<file path="src/design/lob_pkg.sv">
// Shared types, codes and default sizes of the limit order book top-levels block.
package lob_pkg;

    localparam int DEF_ORDER_SLOTS  = 1024;
    localparam int DEF_BOOK_LEVELS  = 64;
    localparam int DEF_REPORT_DEPTH = 10;

    typedef enum logic [1:0] {
        FUNC_ADD    = 2'd0,
        FUNC_CANCEL = 2'd1,
        FUNC_MODIFY = 2'd2,
        FUNC_OTHER  = 2'd3
    } t_func;

    localparam logic [1:0] SIDE_BID = 2'd0;
    localparam logic [1:0] SIDE_ASK = 2'd1;

    localparam logic [1:0] ST_OK          = 2'd0;
    localparam logic [1:0] ST_TABLE_FULL  = 2'd1;
    localparam logic [1:0] ST_LEVELS_FULL = 2'd2;

    typedef struct packed {
        t_func              func;
        logic [1:0]         side;
        logic [63:0]        order_key;
        logic signed [31:0] price_ticks;
        logic [30:0]        quantity;
    } t_in_item;

    typedef struct packed {
        logic [3:0]         level;
        logic signed [31:0] bid_price;
        logic [31:0]        bid_total;
        logic               bid_present;
        logic signed [31:0] ask_price;
        logic [31:0]        ask_total;
        logic               ask_present;
        logic [1:0]         status;
        logic               last;
    } t_out_item;

    typedef struct packed {
        logic               valid;
        logic [1:0]         side;
        logic [30:0]        qty;
        logic signed [31:0] price;
        logic [63:0]        key;
    } t_slot;

    typedef struct packed {
        logic signed [31:0] price;
        logic [31:0]        total;
    } t_lvl;

    typedef enum logic [4:0] {
        S_CLR, S_IDLE, S_DISPATCH,
        S_CAN_RD, S_CAN_CK, S_CAN_FREE,
        S_ADD_INIT, S_ADD_RD, S_ADD_CK, S_ADD_STORE,
        S_LV_CHK, S_LV_RD, S_LV_CK, S_LV_UPD,
        S_REM_CHK, S_REM_RD, S_REM_WR,
        S_INS_CHK, S_INS_LOOP, S_INS_RD, S_INS_WR, S_INS_PUT,
        S_SNAP_INIT, S_SNAP_RD, S_SNAP_OUT
    } t_state;

    typedef enum logic [4:0] {
        OP_NONE, OP_CLR, OP_LATCH, OP_SCAN_INIT, OP_SCAN_RD, OP_SCAN_CK,
        OP_REM_SETUP, OP_ADD_STORE, OP_LV_RD, OP_LV_CK, OP_LV_SATADD, OP_LV_SUB,
        OP_REM_START, OP_REM_RD, OP_REM_WR, OP_CNT_DEC,
        OP_INS_START, OP_INS_RD, OP_INS_WR, OP_INS_PUT,
        OP_SNAP_INIT, OP_SNAP_RD, OP_SNAP_LOAD
    } t_op;

    typedef struct packed {
        t_op op;
    } t_cmd;

    typedef struct packed {
        t_func func;
        logic  clr_last;
        logic  hit;
        logic  scan_last;
        logic  tbl_full;
        logic  old_side_ok;
        logic  in_side_ok;
        logic  rem;
        logic  lv_done;
        logic  lv_hit;
        logic  rem_drop;
        logic  rem_more;
        logic  lv_full;
        logic  ins_more;
        logic  out_free;
        logic  snap_last;
    } t_dp_stat;

endpackage

</file>
<file path="src/design/lob_ctrl.sv">
// Sequencer of the order book: walks each event through lookup, level update and snapshot.
module lob_ctrl (
    input  logic              i_clk,
    input  logic              i_rst_n,
    input  logic              i_in_valid,
    output logic              o_in_stall,
    input  lob_pkg::t_dp_stat i_stat,
    output lob_pkg::t_cmd     o_cmd
);
    import lob_pkg::*;

    t_state r_state;
    t_state n_state;
    t_state after_level;

    always_ff @(posedge i_clk) begin
        if (!i_rst_n) begin
            r_state <= S_CLR;
        end else begin
            r_state <= n_state;
        end
    end

    always_comb begin
        n_state    = r_state;
        o_cmd.op   = OP_NONE;
        o_in_stall = 1'b1;
        after_level = (i_stat.rem && i_stat.func == FUNC_MODIFY) ? S_ADD_INIT : S_SNAP_INIT;
        case (r_state)
            S_CLR: begin
                o_cmd.op = OP_CLR;
                if (i_stat.clr_last) n_state = S_IDLE;
            end
            S_IDLE: begin
                o_in_stall = 1'b0;
                if (i_in_valid) begin
                    o_cmd.op = OP_LATCH;
                    n_state  = S_DISPATCH;
                end
            end
            S_DISPATCH: begin
                case (i_stat.func)
                    FUNC_ADD:    n_state = S_ADD_RD;
                    FUNC_CANCEL: n_state = S_CAN_RD;
                    FUNC_MODIFY: n_state = S_CAN_RD;
                    default:     n_state = S_SNAP_INIT;
                endcase
            end
            S_CAN_RD: begin
                o_cmd.op = OP_SCAN_RD;
                n_state  = S_CAN_CK;
            end
            S_CAN_CK: begin
                o_cmd.op = OP_SCAN_CK;
                if (i_stat.hit) begin
                    n_state = S_CAN_FREE;
                end else if (i_stat.scan_last) begin
                    n_state = (i_stat.func == FUNC_MODIFY) ? S_ADD_INIT : S_SNAP_INIT;
                end else begin
                    n_state = S_CAN_RD;
                end
            end
            S_CAN_FREE: begin
                o_cmd.op = OP_REM_SETUP;
                if (i_stat.old_side_ok) begin
                    n_state = S_LV_CHK;
                end else begin
                    n_state = (i_stat.func == FUNC_MODIFY) ? S_ADD_INIT : S_SNAP_INIT;
                end
            end
            S_ADD_INIT: begin
                o_cmd.op = OP_SCAN_INIT;
                n_state  = S_ADD_RD;
            end
            S_ADD_RD: begin
                o_cmd.op = OP_SCAN_RD;
                n_state  = S_ADD_CK;
            end
            S_ADD_CK: begin
                o_cmd.op = OP_SCAN_CK;
                n_state  = (i_stat.hit || i_stat.scan_last) ? S_ADD_STORE : S_ADD_RD;
            end
            S_ADD_STORE: begin
                o_cmd.op = OP_ADD_STORE;
                n_state  = (!i_stat.tbl_full && i_stat.in_side_ok) ? S_LV_CHK : S_SNAP_INIT;
            end
            S_LV_CHK: begin
                if (!i_stat.lv_done) begin
                    n_state = S_LV_RD;
                end else begin
                    n_state = i_stat.rem ? after_level : S_INS_CHK;
                end
            end
            S_LV_RD: begin
                o_cmd.op = OP_LV_RD;
                n_state  = S_LV_CK;
            end
            S_LV_CK: begin
                o_cmd.op = OP_LV_CK;
                n_state  = i_stat.lv_hit ? S_LV_UPD : S_LV_CHK;
            end
            S_LV_UPD: begin
                if (!i_stat.rem) begin
                    o_cmd.op = OP_LV_SATADD;
                    n_state  = S_SNAP_INIT;
                end else if (i_stat.rem_drop) begin
                    o_cmd.op = OP_REM_START;
                    n_state  = S_REM_CHK;
                end else begin
                    o_cmd.op = OP_LV_SUB;
                    n_state  = after_level;
                end
            end
            S_REM_CHK: begin
                if (i_stat.rem_more) begin
                    n_state = S_REM_RD;
                end else begin
                    o_cmd.op = OP_CNT_DEC;
                    n_state  = after_level;
                end
            end
            S_REM_RD: begin
                o_cmd.op = OP_REM_RD;
                n_state  = S_REM_WR;
            end
            S_REM_WR: begin
                o_cmd.op = OP_REM_WR;
                n_state  = S_REM_CHK;
            end
            S_INS_CHK: begin
                o_cmd.op = OP_INS_START;
                n_state  = i_stat.lv_full ? S_SNAP_INIT : S_INS_LOOP;
            end
            S_INS_LOOP: begin
                n_state = i_stat.ins_more ? S_INS_RD : S_INS_PUT;
            end
            S_INS_RD: begin
                o_cmd.op = OP_INS_RD;
                n_state  = S_INS_WR;
            end
            S_INS_WR: begin
                o_cmd.op = OP_INS_WR;
                n_state  = S_INS_LOOP;
            end
            S_INS_PUT: begin
                o_cmd.op = OP_INS_PUT;
                n_state  = S_SNAP_INIT;
            end
            S_SNAP_INIT: begin
                o_cmd.op = OP_SNAP_INIT;
                n_state  = S_SNAP_RD;
            end
            S_SNAP_RD: begin
                o_cmd.op = OP_SNAP_RD;
                n_state  = S_SNAP_OUT;
            end
            S_SNAP_OUT: begin
                if (i_stat.out_free) begin
                    o_cmd.op = OP_SNAP_LOAD;
                    n_state  = i_stat.snap_last ? S_IDLE : S_SNAP_RD;
                end
            end
            default: n_state = S_IDLE;
        endcase
    end

endmodule

</file>
<file path="config.mk">
export PLATFORM = sky130hd
export DESIGN_NAME = lob_ctrl
export DESIGN_NICKNAME = d
export VERILOG_FILES = /design/src/design/lob_pkg.sv /design/src/design/lob_ctrl.sv
export SDC_FILE = /design/constraint.sdc
export NUM_CORES = 1
export LEC_CHECK = 0
export ABC_AREA = 1
export ABC_CLOCK_PERIOD_IN_PS = 1450
export BUFFER_PORTS_ARGS = -buffer_cell sky130_fd_sc_hd__clkbuf_2
export CELL_PAD_IN_SITES_DETAIL_PLACEMENT = 1
export CELL_PAD_IN_SITES_GLOBAL_PLACEMENT = 1
export CORE_MARGIN = 5
export CORE_UTILIZATION = 30
export DETAILED_ROUTE_END_ITERATION = 12
export PLACE_DENSITY = 0.79
export REMOVE_ABC_BUFFERS = 1
export SYNTH_ARGS = -nofsm -noshare
export SYNTH_HDL_FRONTEND = slang
export SYNTH_SLANG_ARGS = --single-unit
</file>
<file path="constraint.sdc">
create_clock -name i_clk -period 1.45 [get_ports i_clk]
set_clock_uncertainty 0.2 [all_clocks]
set_input_delay 0.0725 -clock i_clk [delete_from_list [all_inputs] [get_ports i_clk]]
set_output_delay 0.0725 -clock i_clk [all_outputs]
set_load 0.03 [all_outputs]
</file>
Yosys cells after proc, flatten, opt, wreduce, memory -nomap -nowiden --
Cells that the tools add are included.
Word-level totals: output and inout port bits 6, latch bits 0, bits of input ports 20, RAM bits 0, flip-flop bits (word level) 5, ROM bits 0, logic and storage cells 68, memories kept 0
Operators by class: bitwise logic cells 0, shift-type cells 0, add/sub/neg operators 0, mux-type cells 28, div/mod/pow operators 0, $lt $le $gt $ge 0, reduce and logical (&&, ||, !) cells 10, multiply operators 0, equality and inequality tests 29
Operator list (number):
- one-hot mux 5 bit (25 select lines) | 1
- one-hot mux 5 bit (20 select lines) | 1
- two-way mux 5 bit | 16
- equality test 5 bit, second input constant | 9
- equality test 5 x 4 -> 1 bit, second input constant | 8
- equality test 5 x 3 -> 1 bit, second input constant | 4
- two-way mux 3 bit | 5
- equality test 5 x 2 -> 1 bit, second input constant | 2
- one-hot mux 5 bit (2 select lines) | 1
- two-way mux 4 bit | 2
- inequality test 2 bit, second input constant | 3
- OR reduction 2 bit | 3
- equality test 5 x 1 -> 1 bit, second input constant | 1
- zero test 5 bit | 1
- AND reduction 3 bit | 1
- equality test 2 x 1 -> 1 bit, second input constant | 1
- equality test 2 bit, second input constant | 1
- logical AND 1 bit | 2
- zero test 2 bit | 1
- two-way mux 2 bit | 1
- zero test 1 bit | 1
- logical OR 1 bit | 1
- two-way mux 1 bit | 1

Depth between registers and ports, before layout --
word-level depth 6, depth in mapped cells 12

Worst setup path before layout --
Ideal clock, no wire load.
kind register to output, start point register r_state[0], end point output o_cmd[1] (netlist name), buffers on the path 1, setup slack -185 ps, data required time 1178 ps, stages on the path, launching flop included 5, arrival time 1362 ps, cell sequence dfxtp_1 nor2_2 buf_6 nand3_1 o2111ai_1
RTL lines:
- start, declared | line lob_ctrl.sv:12 | t_state r_state;
- start signal, assigned | line lob_ctrl.sv:20 | r_state <= n_state;
- end, declared | line lob_ctrl.sv:8 | output lob_pkg::t_cmd o_cmd

==> flow_summary.json <==
{
  "arrival_ns": 1.72,
  "clock_latency_ns": 0.27,
  "ys_ff_latch": 5,
  "worstMarginPinSlew_ns": 0.305,
  "yosys_warnings": 0,
  "grt_remaining_overflow": 0,
  "seq_area_frac_synth": 0.0978,
  "drv_slew": 0,
  "cp_max_fo": 3,
  "status": "finished with violations",
  "wire_per_inst_um": 21.3,
  "grt_max_degree": 9,
  "synth.most_common_cell": "nand2_1",
  "path_cells": "buf_6 > nand2_4 > nor2_4 > nand2_2 > inv_2 > nand3_2 > nand4_1 > nor3_2 > nand3_1 > clkbuf_8",
  "drive_gt1_frac": 0.547,
  "start_util": 0.309,
  "synth_flop_cell": "dfxtp_1",
  "hp-class": "in2reg",
  "fin_crit_ns": 2.00,
  "clock_path_buffers": 2,
  "met2_usage": 0.490,
  "die_area_um2": 4680,
  "grt_pass1_wl_um": 9600,
  "netlist.top_cell.by_area": "nand2_1",
  "rows": 21,
  "synthTopCellsByArea": "nand2_1 19%, nand3_1 19%, nor2_1 13%",
  "hp-start": "i_stat[14]",
  "grt.busiest_layer": "met2",
  "core_um2": 3310,
  "vdd_drop_max_mv": 0.968,
  "regToRegStartpoint": "r_state[3]$_SDFFE_PN0P_",
  "design_area_um2": 2000,
  "violations": "setup timing",
  "portBuffers": 25,
  "grt_antenna_before_repair": 0,
  "antennaDiodeCount": 0,
  "synth_cell_types": 26,
  "cp.buffers_inverters": 3,
  "finish.utilization": 0.603,
  "cp-end-kind": "output port",
  "fin_hold_ws_ns": 0.00214,
  "numCtsBuffers": 3,
  "syn_avg_cell_area_um2": 5.02,
  "final_cells": 333,
  "first_global_vias": 1969,
  "async_flop_share": 0,
  "cp.required_ns": 1.18,
  "critical_path_class": "reg2out",
  "grtUsageMet1": 0.331,
  "startpoint": "r_state[3]$_SDFFE_PN0P_",
  "die_x_um": 68.4,
  "ctsRootBufferMaster": "clkbuf_4",
  "htree_levels": 1,
  "crit_family": "simple AND/OR/NAND/NOR gates",
  "remaining_drc_errors": 0,
  "clk_pin_slew_worst_paths_ns": 0.07,
  "largest_reg_flops": 5,
  "synthesis.instances": 204,
  "vias": 1880,
  "dpl_cell_area_um2": 1540,
  "synthTopCellsByCount": "52 x nand2_1, 38 x nand3_1, 35 x nor2_1",
  "setup_viol": 11,
  "grt_use_met3": 0.0542,
  "powerDensity_nw_per_um2": 1350,
  "io_pins": 26,
  "synth_top_area_share": 0.191,
  "place_inst": 317,
  "ant_nets": 0,
  "netlist_area_um2": 1020,
  "slew_headroom": 0.794,
  "finalWorstSetupSlack_ns": -0.545,
  "track_usage": 0.281,
  "nets": 310,
  "synth_edf_count": 0,
  "regMostFlops": "r_state",
  "cts_tree": "built",
  "maxCapViolCount": 0,
  "pre_cts_ws_ns": -0.368,
  "rrSetupSlack_ns": -0.49,
  "top_regs": "r_state (5)",
  "startpoint_type": "flop",
  "drt-total-wl_um": 7080,
  "hold_violations": 0,
  "slowest_stage": "dfxtp_2",
  "cts.sinks": 5,
  "drt-initial-drc-count": 147,
  "firstDrtPassIters": 4,
  "clock.fmax_mhz": 501,
  "crit_path_max_incr_delay_ns": 0.34,
  "leakagePower_nw": 1.13,
  "rsz0062_at_grt": "true",
  "vias_per_cell": 5.65,
  "detailed_place_hpwl_um": 4160,
  "gp_congestion": 0.982,
  "syn_to_final_growth_pct": 95.1,
  "fp.dieH_um": 68.4,
  "final.period_utilization": 1.38
}
layout make-up:
class	instances	area (um2)
multi-input combinational	170	1060
clock buffer	4	26.3
inverter	25	96.3
timing repair buffer	83	643
fill	454	1310
tap	46	57.6
sequential	5	116
layer usage:
layer / vias to the layer above / part of all wire
li1: 837 / -
met1: 892 / 0.39
met2: 106 / 0.48
met3: 45 / 0.080
met4: 0 / 0.050
met5: - / 0
per-stage QoR:
| step | TNS, ns | total power [mW] |
|---|---|---|
| after global routing | -5.79 | 2.83 |
| after floorplan | -2.46 | 1.00 |
| final | -5.00 | 2.69 |
| after global placement | -2.71 | 1.74 |
| after CTS | -3.61 | 2.30 |
| after detailed placement | -3.38 | 1.80 |
where the power goes:
part	internal (mW)	total [mW]	switching [mW]	leakage [nW]
Sequential	0.194	0.281	0.0875	0.0441
Combinational	0.941	2.21	1.27	1.07
Clock	0.106	0.191	0.0851	0.0150
Total	1.24	2.69	1.45	1.13
cell families (layout without fill, tap and decap cells):
| family | after synthesis | count (layout) | share of synthesized area |
|---|---|---|---|
| flops | 5 | 5 | 0.0978 |
| compound gates | 23 | 23 | 0.128 |
| buf+inv | 29 | 112 | 0.120 |
| fa+ha+maj | 2 | 2 | 0.0244 |
| simple gates | 145 | 145 | 0.630 |
final timing paths:
path,cells after the start,to
worst min register to register,5,r_state[0]$_SDFFE_PN0P_
worst max register to register,11,r_state[2]$_SDFFE_PN0P_
worst max-delay path,10,o_cmd[2]
worst min-delay path,5,r_state[0]$_SDFFE_PN0P_
worst reg2reg max path, delay by kind of cell (launching register included):
| kind | cells | cell delay (ns) |
|---|---|---|
| flip-flops | 1 | 0.34 |
| AND/OR/NAND/NOR | 7 | 0.76 |
| buffers and inverters | 2 | 0.34 |
| AO/OA/AOI/OAI | 2 | 0.20 |
cells in the final DEF (no fill, tap or decap), types with 2 or more instances in the layout:
master and count:
buf_4 50, nand2_1 35, nand3_1 28, nor2_1 25, clkbuf_2 20, inv_1 15, nand2_2 10, nand3_2 10
o21ai_0 10, inv_2 9, nor2_2 9, nand2_4 8, nor2_4 8, buf_6 6, nand4_1 4, clkbuf_8 4
dfxtp_4 4, nor3_2 3, a21oi_1 3, clkbuf_4 3, a21oi_2 2, o22ai_1 2, o21ai_1 2, ha_1 2
timing repair:
action,CTS,global route
setup buffers,9,3
hold buffers,1,0
pin swaps,14,12
resized for setup,58,44
endpoints found under the hold margin,4,0
setup endpoints to repair,11,11
(Power assumes the default switching activity.)
